==> config.mk <==
export PLATFORM = sky130hd
export DESIGN_NAME = pid_antiwindup_filtered_derivative
export DESIGN_NICKNAME = d
export VERILOG_FILES = /design/src/hw/rtl/pid_awfd_pkg.sv /design/src/hw/rtl/pid_antiwindup_filtered_derivative.sv /design/src/hw/rtl/pid_awfd_divider.sv /design/src/hw/rtl/pid_awfd_mult.sv
export SDC_FILE = /design/constraint.sdc
export NUM_CORES = 2
export LEC_CHECK = 0
export BUFFER_PORTS_ARGS = -buffer_cell sky130_fd_sc_hd__buf_2
export CORE_ASPECT_RATIO = 0.5
export CORE_MARGIN = 5
export CORE_UTILIZATION = 60
export CTS_BUF_LIST = sky130_fd_sc_hd__clkbuf_4 sky130_fd_sc_hd__clkbuf_8
export DETAILED_ROUTE_END_ITERATION = 7
export GPL_ROUTABILITY_DRIVEN = 0
export PLACE_DENSITY = 0.76
export SETUP_SLACK_MARGIN = 0.3
export SKIP_CTS_REPAIR_TIMING = 1
export SLEW_MARGIN = 0
export SYNTH_ARGS = -nofsm -noshare
export SYNTH_HDL_FRONTEND = slang
export SYNTH_SLANG_ARGS = --single-unit
==> constraint.sdc <==
create_clock -name clk -period 7.4 [get_ports clk]
set_input_delay 0.74 -clock clk [delete_from_list [all_inputs] [get_ports clk]]
set_output_delay 0.74 -clock clk [all_outputs]
set_load 0.01 [all_outputs]
==> src/hw/rtl/pid_awfd_pkg.sv <==
// ============================================================================
// pid_awfd_pkg
// Shared types and constants for the PID controller with anti-windup.
// ============================================================================
`default_nettype none
package pid_awfd_pkg;

    localparam int IntegralBitsDefault = 48;
    localparam int ClampBits           = 40;
    localparam int AddrBits            = 5;

    localparam logic [AddrBits-1:0] ADDR_PROP_GAIN  = 5'd0;
    localparam logic [AddrBits-1:0] ADDR_INTEG_GAIN = 5'd4;
    localparam logic [AddrBits-1:0] ADDR_DERIV_GAIN = 5'd8;
    localparam logic [AddrBits-1:0] ADDR_SMOOTHING  = 5'd12;
    localparam logic [AddrBits-1:0] ADDR_WIN_LOW    = 5'd16;
    localparam logic [AddrBits-1:0] ADDR_WIN_HIGH   = 5'd20;

    localparam logic CMD_SAMPLE = 1'b0;
    localparam logic CMD_CLEAR  = 1'b1;

    typedef struct packed {
        logic               command;
        logic signed [15:0] error_sample;
        logic        [15:0] elapsed_ms;
    } in_item_t;

    typedef struct packed {
        logic signed [31:0] drive_value;
        logic               output_saturated;
        logic               integrating;
    } out_item_t;

endpackage
`default_nettype wire

==> src/hw/rtl/pid_antiwindup_filtered_derivative.sv <==
// ============================================================================
// pid_antiwindup_filtered_derivative
// PID controller with conditional-integration anti-windup and a smoothed
// derivative, Q16.16 output with saturation.
// ============================================================================
//  channel | direction | payload               | handshake
//  in      | input     | pid_awfd_pkg::in_item_t  | in_valid / in_ready
//  out     | output    | pid_awfd_pkg::out_item_t | out_valid / out_ready
//  cfg     | input     | 32-bit APB registers  | psel/penable/pready
//
// A sample runs a 25-step serial divider for the derivative, then five
// 18-step passes of one shared shift-add multiplier. A clear request zeroes
// the stored terms and registers its result without the divider or
// multiplier. Reset clears all stored terms and sets the integrate flag. A
// stalled result holds in the output register while the next request waits;
// in_ready is low until the result is taken and rises in the next cycle.
`default_nettype none
module pid_antiwindup_filtered_derivative #(
    parameter int INTEGRAL_BITS = pid_awfd_pkg::IntegralBitsDefault
) (
    input  wire logic                            clk,
    input  wire logic                            rst_n,
    input  wire logic                            in_valid,
    output logic                                 in_ready,
    input  wire pid_awfd_pkg::in_item_t          in_item,
    output logic                                 out_valid,
    input  wire logic                            out_ready,
    output pid_awfd_pkg::out_item_t              out_item,
    input  wire logic                            psel,
    input  wire logic                            penable,
    input  wire logic                            pwrite,
    input  wire logic [pid_awfd_pkg::AddrBits-1:0] paddr,
    input  wire logic [31:0]                     pwdata,
    output logic [31:0]                          prdata,
    output logic                                 pready
);
    localparam int IB = INTEGRAL_BITS;
    localparam int MW = 42;
    localparam logic signed [63:0] ClampMag = 64'sd1 <<< pid_awfd_pkg::ClampBits;

    typedef enum logic [6:0] {
        ST_IDLE = 7'b0000001,
        ST_DIV  = 7'b0000010,
        ST_MA   = 7'b0000100,
        ST_MB   = 7'b0001000,
        ST_MP   = 7'b0010000,
        ST_MI   = 7'b0100000,
        ST_MD   = 7'b1000000
    } state_t;

    state_t state_reg, state_next;

    logic signed [15:0] kp_reg, ki_reg, kd_reg;
    logic        [16:0] alpha_reg;
    logic signed [31:0] wlo_reg, whi_reg;

    logic signed [15:0] perr_reg;
    logic signed [IB-1:0] integ_reg;
    logic signed [31:0] deriv_reg;
    logic               inten_reg;

    logic signed [15:0] e_reg;
    logic signed [31:0] q_reg;
    logic signed [63:0] sum_reg;
    logic               busy_out_reg;
    pid_awfd_pkg::out_item_t res_reg;

    logic        wr_en;
    logic [15:0] dt;
    logic signed [IB-1:0] x_ext, imax, imin, isum;
    logic signed [IB:0]   iwide;
    logic signed [63:0]   integ_w;
    logic signed [MW-1:0] ic;
    logic               div_start, div_done;
    logic signed [31:0] div_q;
    logic               mul_start, mul_done;
    logic signed [MW-1:0] mul_a;
    logic signed [17:0] mul_b;
    logic signed [MW+17:0] mul_p;
    logic        [16:0] alpha_c;
    logic signed [63:0] sum_fin;
    logic signed [31:0] u;
    logic               sat;

    // Register write and readback
    assign pready = 1'b1;
    assign wr_en  = psel && penable && pwrite;

    always_ff @(posedge clk or negedge rst_n)
    begin
        if (!rst_n)
        begin
            kp_reg    <= '0;
            ki_reg    <= '0;
            kd_reg    <= '0;
            alpha_reg <= 17'h10000;
            wlo_reg   <= 32'sh8000_0000;
            whi_reg   <= 32'sh7fff_ffff;
        end
        else if (wr_en)
        begin
            case (paddr)
                pid_awfd_pkg::ADDR_PROP_GAIN:  kp_reg    <= pwdata[15:0];
                pid_awfd_pkg::ADDR_INTEG_GAIN: ki_reg    <= pwdata[15:0];
                pid_awfd_pkg::ADDR_DERIV_GAIN: kd_reg    <= pwdata[15:0];
                pid_awfd_pkg::ADDR_SMOOTHING:  alpha_reg <= pwdata[16:0];
                pid_awfd_pkg::ADDR_WIN_LOW:    wlo_reg   <= pwdata;
                pid_awfd_pkg::ADDR_WIN_HIGH:   whi_reg   <= pwdata;
                default: ;
            endcase
        end
    end

    always_comb
    begin
        case (paddr)
            pid_awfd_pkg::ADDR_PROP_GAIN:  prdata = 32'(kp_reg);
            pid_awfd_pkg::ADDR_INTEG_GAIN: prdata = 32'(ki_reg);
            pid_awfd_pkg::ADDR_DERIV_GAIN: prdata = 32'(kd_reg);
            pid_awfd_pkg::ADDR_SMOOTHING:  prdata = {15'd0, alpha_reg};
            pid_awfd_pkg::ADDR_WIN_LOW:    prdata = wlo_reg;
            pid_awfd_pkg::ADDR_WIN_HIGH:   prdata = whi_reg;
            default:                       prdata = '0;
        endcase
    end

    // Sample accept and saturating integral step
    assign in_ready  = (state_reg == ST_IDLE) && !busy_out_reg;
    assign dt        = (in_item.elapsed_ms == 16'd0) ? 16'd1 : in_item.elapsed_ms;
    assign x_ext     = IB'($signed({1'b0, dt}) * in_item.error_sample);
    assign imax      = {1'b0, {(IB-1){1'b1}}};
    assign imin      = {1'b1, {(IB-1){1'b0}}};
    assign iwide     = {integ_reg[IB-1], integ_reg} + {x_ext[IB-1], x_ext};
    assign isum      = (iwide[IB] != iwide[IB-1]) ? (iwide[IB] ? imin : imax) : iwide[IB-1:0];
    assign div_start = in_valid && in_ready && (in_item.command == pid_awfd_pkg::CMD_SAMPLE);

    pid_awfd_divider u_div (
        .clk      (clk),
        .rst_n    (rst_n),
        .start    (div_start),
        .dividend (25'((in_item.error_sample - perr_reg)) <<< 8),
        .divisor  (dt),
        .done     (div_done),
        .quotient (div_q)
    );

    // Integral clamp for the product
    assign integ_w = 64'(integ_reg);

    always_comb
    begin
        if (integ_w > ClampMag)
            ic = MW'(ClampMag);
        else if (integ_w < -ClampMag)
            ic = MW'(-ClampMag);
        else
            ic = MW'(integ_reg);
    end

    assign alpha_c = alpha_reg[16] ? 17'h10000 : alpha_reg;

    // Select multiplier operands per phase
    always_comb
    begin
        mul_a = '0;
        mul_b = '0;
        case (state_reg)
            ST_MA:
            begin
                mul_a = MW'(q_reg);
                mul_b = 18'(alpha_c);
            end
            ST_MB:
            begin
                mul_a = MW'(deriv_reg);
                mul_b = 18'(17'h10000 - alpha_c);
            end
            ST_MP:
            begin
                mul_a = MW'(e_reg);
                mul_b = 18'(kp_reg);
            end
            ST_MI:
            begin
                mul_a = ic;
                mul_b = 18'(ki_reg);
            end
            ST_MD:
            begin
                mul_a = MW'(deriv_reg);
                mul_b = 18'(kd_reg);
            end
            default: ;
        endcase
    end

    logic mul_go_reg;
    assign mul_start = mul_go_reg;

    pid_awfd_mult #(.AW(MW)) u_mul (
        .clk     (clk),
        .rst_n   (rst_n),
        .start   (mul_start),
        .mcand   (mul_a),
        .mplier  (mul_b),
        .done    (mul_done),
        .product (mul_p)
    );

    assign sum_fin = sum_reg + 64'(mul_p >>> 8);
    assign sat     = (sum_fin > 64'sd2147483647) || (sum_fin < -64'sd2147483648);
    assign u       = (sum_fin > 64'sd2147483647) ? 32'sh7fff_ffff :
                     (sum_fin < -64'sd2147483648) ? 32'sh8000_0000 : sum_fin[31:0];

    // Sequence phases
    always_comb
    begin
        state_next = state_reg;
        case (state_reg)
            ST_IDLE: if (div_start) state_next = ST_DIV;
            ST_DIV:  if (div_done) state_next = ST_MA;
            ST_MA:   if (mul_done) state_next = ST_MB;
            ST_MB:   if (mul_done) state_next = ST_MP;
            ST_MP:   if (mul_done) state_next = ST_MI;
            ST_MI:   if (mul_done) state_next = ST_MD;
            ST_MD:   if (mul_done) state_next = ST_IDLE;
            default: state_next = ST_IDLE;
        endcase
    end

    always_ff @(posedge clk or negedge rst_n)
    begin
        if (!rst_n)
        begin
            state_reg    <= ST_IDLE;
            perr_reg     <= '0;
            integ_reg    <= '0;
            deriv_reg    <= '0;
            inten_reg    <= 1'b1;
            busy_out_reg <= 1'b0;
            mul_go_reg   <= 1'b0;
        end
        else
        begin
            state_reg  <= state_next;
            mul_go_reg <= (state_reg == ST_DIV && div_done) ||
                          (mul_done && state_reg != ST_MD);
            if (busy_out_reg && out_ready)
                busy_out_reg <= 1'b0;
            if (in_valid && in_ready)
            begin
                if (in_item.command == pid_awfd_pkg::CMD_CLEAR)
                begin
                    perr_reg     <= '0;
                    integ_reg    <= '0;
                    deriv_reg    <= '0;
                    busy_out_reg <= 1'b1;
                end
                else
                begin
                    perr_reg <= in_item.error_sample;
                    if (inten_reg)
                        integ_reg <= isum;
                end
            end
            if (state_reg == ST_MB && mul_done)
                deriv_reg <= 32'((sum_reg + 64'(mul_p)) >>> 16);
            if (state_reg == ST_MD && mul_done)
            begin
                inten_reg    <= (wlo_reg < u) && (u < whi_reg);
                busy_out_reg <= 1'b1;
            end
        end
    end

    // Working and result registers
    always_ff @(posedge clk)
    begin
        if (div_start)
            e_reg <= in_item.error_sample;
        if (div_done)
            q_reg <= div_q;
        if (state_reg == ST_MA && mul_done)
            sum_reg <= 64'(mul_p);
        if (state_reg == ST_MB && mul_done)
            sum_reg <= '0;
        if ((state_reg == ST_MP || state_reg == ST_MI) && mul_done)
            sum_reg <= sum_reg + 64'(mul_p);
        if (in_valid && in_ready && in_item.command == pid_awfd_pkg::CMD_CLEAR)
            res_reg <= '{drive_value: '0, output_saturated: 1'b0, integrating: inten_reg};
        if (state_reg == ST_MD && mul_done)
            res_reg <= '{drive_value: u, output_saturated: sat,
                         integrating: (wlo_reg < u) && (u < whi_reg)};
    end

    assign out_valid = busy_out_reg;
    assign out_item  = res_reg;

    // Checks
    a_no_accept_busy: assert property (@(posedge clk) disable iff (!rst_n)
        (state_reg != ST_IDLE) |-> !in_ready) else $error("accept while busy");
    a_result_only_idle: assert property (@(posedge clk) disable iff (!rst_n)
        out_valid |-> (state_reg == ST_IDLE)) else $error("result while working");
    a_clear_zero: assert property (@(posedge clk) disable iff (!rst_n)
        (in_valid && in_ready && in_item.command == pid_awfd_pkg::CMD_CLEAR)
        |=> (integ_reg == '0 && deriv_reg == '0)) else $error("clear failed");
endmodule
`default_nettype wire

==> src/hw/rtl/pid_awfd_divider.sv <==
// ============================================================================
// pid_awfd_divider
// Restoring divider, one quotient bit per cycle, signed truncating quotient.
// ============================================================================
`default_nettype none
module pid_awfd_divider (
    input  wire logic               clk,
    input  wire logic               rst_n,
    input  wire logic               start,
    input  wire logic signed [24:0] dividend,
    input  wire logic        [15:0] divisor,
    output logic                    done,
    output logic signed [31:0]      quotient
);
    logic [24:0] rem_reg, rem_next;
    logic [24:0] quo_reg, quo_next;
    logic [15:0] dsr_reg, dsr_next;
    logic        neg_reg, neg_next;
    logic [4:0]  cnt_reg, cnt_next;
    logic        busy_reg, busy_next;
    logic        done_reg, done_next;
    logic [25:0] trial;

    assign trial = {rem_reg, quo_reg[24]} - {10'd0, dsr_reg};

    // Shift one quotient bit per cycle
    always_comb
    begin
        rem_next  = rem_reg;
        quo_next  = quo_reg;
        dsr_next  = dsr_reg;
        neg_next  = neg_reg;
        cnt_next  = cnt_reg;
        busy_next = busy_reg;
        done_next = 1'b0;
        if (start)
        begin
            rem_next  = '0;
            quo_next  = dividend[24] ? 25'(-dividend) : 25'(dividend);
            neg_next  = dividend[24];
            dsr_next  = divisor;
            cnt_next  = 5'd24;
            busy_next = 1'b1;
        end
        else if (busy_reg)
        begin
            if (!trial[25])
                rem_next = trial[24:0];
            else
                rem_next = {rem_reg[23:0], quo_reg[24]};
            quo_next = {quo_reg[23:0], ~trial[25]};
            cnt_next = cnt_reg - 5'd1;
            if (cnt_reg == 5'd0)
            begin
                busy_next = 1'b0;
                done_next = 1'b1;
            end
        end
    end

    always_ff @(posedge clk or negedge rst_n)
    begin
        if (!rst_n)
        begin
            busy_reg <= 1'b0;
            done_reg <= 1'b0;
            cnt_reg  <= '0;
        end
        else
        begin
            busy_reg <= busy_next;
            done_reg <= done_next;
            cnt_reg  <= cnt_next;
        end
    end

    always_ff @(posedge clk)
    begin
        rem_reg <= rem_next;
        quo_reg <= quo_next;
        dsr_reg <= dsr_next;
        neg_reg <= neg_next;
    end

    assign done     = done_reg;
    assign quotient = neg_reg ? -32'(signed'({1'b0, quo_reg})) : 32'(signed'({1'b0, quo_reg}));
endmodule
`default_nettype wire

==> src/hw/rtl/pid_awfd_mult.sv <==
// ============================================================================
// pid_awfd_mult
// Shift-add multiplier, signed 18-bit multiplier by signed wide multiplicand,
// one multiplier bit per cycle.
// ============================================================================
`default_nettype none
module pid_awfd_mult #(
    parameter int AW = 42
) (
    input  wire logic                 clk,
    input  wire logic                 rst_n,
    input  wire logic                 start,
    input  wire logic signed [AW-1:0] mcand,
    input  wire logic signed [17:0]   mplier,
    output logic                      done,
    output logic signed [AW+17:0]     product
);
    localparam int PW = AW + 18;

    logic signed [PW-1:0] acc_reg, acc_next;
    logic signed [PW-1:0] mc_reg, mc_next;
    logic        [17:0]   mp_reg, mp_next;
    logic        [4:0]    cnt_reg, cnt_next;
    logic                 busy_reg, busy_next;
    logic                 done_reg, done_next;

    // Add the shifted multiplicand for each set bit; top bit weighs negative
    always_comb
    begin
        acc_next  = acc_reg;
        mc_next   = mc_reg;
        mp_next   = mp_reg;
        cnt_next  = cnt_reg;
        busy_next = busy_reg;
        done_next = 1'b0;
        if (start)
        begin
            acc_next  = '0;
            mc_next   = PW'(mcand);
            mp_next   = mplier;
            cnt_next  = 5'd17;
            busy_next = 1'b1;
        end
        else if (busy_reg)
        begin
            if (mp_reg[0])
                acc_next = (cnt_reg == 5'd0) ? acc_reg - mc_reg : acc_reg + mc_reg;
            mc_next  = mc_reg <<< 1;
            mp_next  = mp_reg >> 1;
            cnt_next = cnt_reg - 5'd1;
            if (cnt_reg == 5'd0)
            begin
                busy_next = 1'b0;
                done_next = 1'b1;
            end
        end
    end

    always_ff @(posedge clk or negedge rst_n)
    begin
        if (!rst_n)
        begin
            busy_reg <= 1'b0;
            done_reg <= 1'b0;
            cnt_reg  <= '0;
        end
        else
        begin
            busy_reg <= busy_next;
            done_reg <= done_next;
            cnt_reg  <= cnt_next;
        end
    end

    always_ff @(posedge clk)
    begin
        acc_reg <= acc_next;
        mc_reg  <= mc_next;
        mp_reg  <= mp_next;
    end

    assign done    = done_reg;
    assign product = acc_reg;
endmodule
`default_nettype wire
==> qor.yml <==
critical_path:
  cp_common_cell: "a21o_1"
  path_max_fanout: 7
  cp-start-kind: "flop"
  critPathRequiredTime_ns: 8.04
  cp.arrival_ns: 7.62
  crit_path_end_kind: "flop"
  cp_slowest_stage_delay_ns: 0.55
  path_class: "reg -> reg"
  slowest_stage: "or4_4"
placed_design:
  portBuffers: 144
  place.detailed.hpwl_um: 114000
synth:
  synth_edf_count: 266
  synthCells: 5762
  syn_nets: 6517
  syn_area_per_cell_um2: 8.99
  synthFlopType: "edfxtp_1"
  synth-seq-cells: 600
  synth_cell_types: 92
  yosys_warnings: 0
  syn_area_mm2: 0.0518
  asyncSetResetFlopFracSynth: 0.415
  synth_seq_area_share: 0.308
floorplan:
  pin_count: 146
  initial_utilization: 0.603
  rows: 76
  coreArea_mm2: 0.0859
  die_x_um: 426
  die_y_um: 218
  die-area_mm2: 0.0927
timing:
  finalHoldViolations: 23
  slew_headroom: 0.168
  worst_hold_slack_ns: -0.0604
  setup_viol: 0
  tightest_slew_ns: 1.24
  period_minus_slack_ns: 6.98
  period_share: 0.944
  maxSlewViolCount: 0
  fmax_mhz: 143
  tns_ns: 0
  finalClockSkew_ns: 0.0729
  rsz0062_at_grt: "true"
routing:
  vias_per_cell: 6.33
  drt-pass1-iter-count: 8
  wire_per_inst_um: 20.8
  ant_nets: 0
  drc: 0
  vias: 45200
  wirelength_um: 149000
  drt-initial-drc-count: 5148
final_layout:
  multiInputGateArea_mm2: 0.0332
  final_core_util: 0.663
  fill_cells: 6695
  seqCellArea_mm2: 0.0160
  area_delta_synth_final_pct: 9.99
  largest_reg_flops: 64
  layout.nets: 6647
  drive_gt1_frac: 0.135
cts:
  cts_tree: "built"
  cts-htree-levels: 3
  cts_buffers: 93
  cts_buffer_depth: 3
  cts.sinks: 600
  path_clk_slew_ns: 0.07
  clockRootBuffer: "clkbuf_8"
  clk_latency_ns: 0.82
global_route:
  grt_pass1_vias: 43800
  antenna_found_initial: 1
  grt_usage: 0.314
  gr-total-overflow: 0
  grt_max_degree: 147
  grt_pass1_wl_um: 235000
power:
  irDropWorstVdd_mv: 0.582
  power_per_cell_area_mw_per_mm2: 398
  p_leak_nw: 26.1
min_path:
  hold_class: "in -> async"
run:
  drv_cap: 0
status:
  status: "finished, violations left"
  violations: "hold timing"
## routing by layer
| layer | share of wire | vias up | GRT usage |
|---|---|---|---|
| met4 | 0.029 | 0 | 0.0994 |
| met2 | 0.44 | 2367 | 0.489 |
| met1 | 0.43 | 21800 | 0.445 |
| li1 | - | 20700 | - |
| met3 | 0.11 | 323 | 0.0602 |
| met5 | 0 | - | 0 |
## worst max-delay path: cells and delay by family, from the launching register on
kind | cells | cell delay (ns)
mux | 1 | 0.41
flops | 1 | 0.46
compound gates | 15 | 3.32
fa+ha+maj | 2 | 0.76
simple gates | 8 | 1.88
## final timing paths
check | startpoint | to | slack (ns) | cells after the start
setup / recovery | sum_reg[20]$_DFFE_PP_ | out_item[0]$_DFFE_PP_ | 0.42 | 26
hold / removal | rst_n | ki_reg[11]$_DFFE_PN0P_ | -0.06 | 1
setup reg to reg | sum_reg[20]$_DFFE_PP_ | out_item[0]$_DFFE_PP_ | 0.42 | 26
hold reg to reg | perr_reg[14]$_DFFE_PN0P_ | perr_reg[14]$_DFFE_PN0P_ | 0.48 | 2
max in group asynchronous | rst_n | integ_reg[21]$_DFFE_PN0P_ | 5.90 | 2
min in group clk | pwdata[18] | wlo_reg[18]$_DFFE_PN0P_ | 0.18 | 2
## synth_stat cells (59+ instances only)
cell type / count / area, µm²
o211ai_1: 71 / 533
xor2_1: 94 / 823
fa_1: 233 / 4660
o21ai_0: 341 / 1710
nor2_1: 296 / 1110
edfxtp_1: 266 / 7990
dfxtp_1: 85 / 1700
nand3_1: 129 / 646
mux2_2: 148 / 1670
a21oi_1: 377 / 1890
dfrtp_1: 214 / 5360
a21o_1: 151 / 1130
nor2b_1: 59 / 369
o22ai_1: 64 / 400
xnor2_1: 221 / 1940
ha_1: 445 / 5570
and2_1: 128 / 801
nor3_1: 69 / 345
clkbuf_1: 232 / 871
nand2_1: 621 / 2330
inv_1: 600 / 2250
## layout make-up
class | instances | area share
inverters | 600 | 0.0395
repair buffers | 298 | 0.0348
well taps | 1170 | 0.0257
clock buffers | 128 | 0.0284
multi-input cells | 4299 | 0.583
flip-flops and latches | 600 | 0.280
clock inverters | 47 | 0.00813
diodes | 1 | 0.0000439
## layout by cell type (no fill, tap or decap), drive strengths merged, types with 214 or more instances in the layout
cell type / instances
inv: 605
fa: 233
dfrtp: 214
a21oi: 407
ha: 445
buf: 298
nand2: 621
xnor2: 221
nor2: 296
o21ai: 347
edfxtp: 266
## kinds of logic (layout without fill, tap and decap cells)
group	Yosys count	count (layout)	share of synthesized area
compound gates	1509	1509	0.191
xor+xnor	315	315	0.0533
fa+ha+maj	678	678	0.198
buf+inv	863	1073	0.0632
flops	600	600	0.308
mux	169	169	0.0362
other cells	1	2	0.0000724
simple gates	1627	1627	0.151
## per-stage QoR
| step | worst slack (ns) | instance area [µm²] | instances | hold WS, ns | power [mW] |
|---|---|---|---|---|---|
| after global placement | -0.000251 | 54400 | 6955 | 0.463 | 18.6 |
| after detailed placement | -0.135 | 54400 | 6955 | 0.471 | 19.1 |
| after global routing | 0.229 | 57000 | 7143 | 0.0118 | 24.6 |
| final | 0.415 | 57000 | 7143 | -0.0604 | 22.7 |
| after floorplan | 0.279 | 52100 | 5762 | 0.426 | 15.5 |
| after CTS | 0.137 | 56500 | 7130 | -0.0308 | 22.3 |
## power by group
group	internal, mW	total, mW	switching, mW
Sequential	4.28	4.94	0.657
Combinational	6.16	14.6	8.44
Clock	1.66	3.16	1.49
Total	12.1	22.7	10.6
Note: power is estimated with default switching activity, not from simulation.
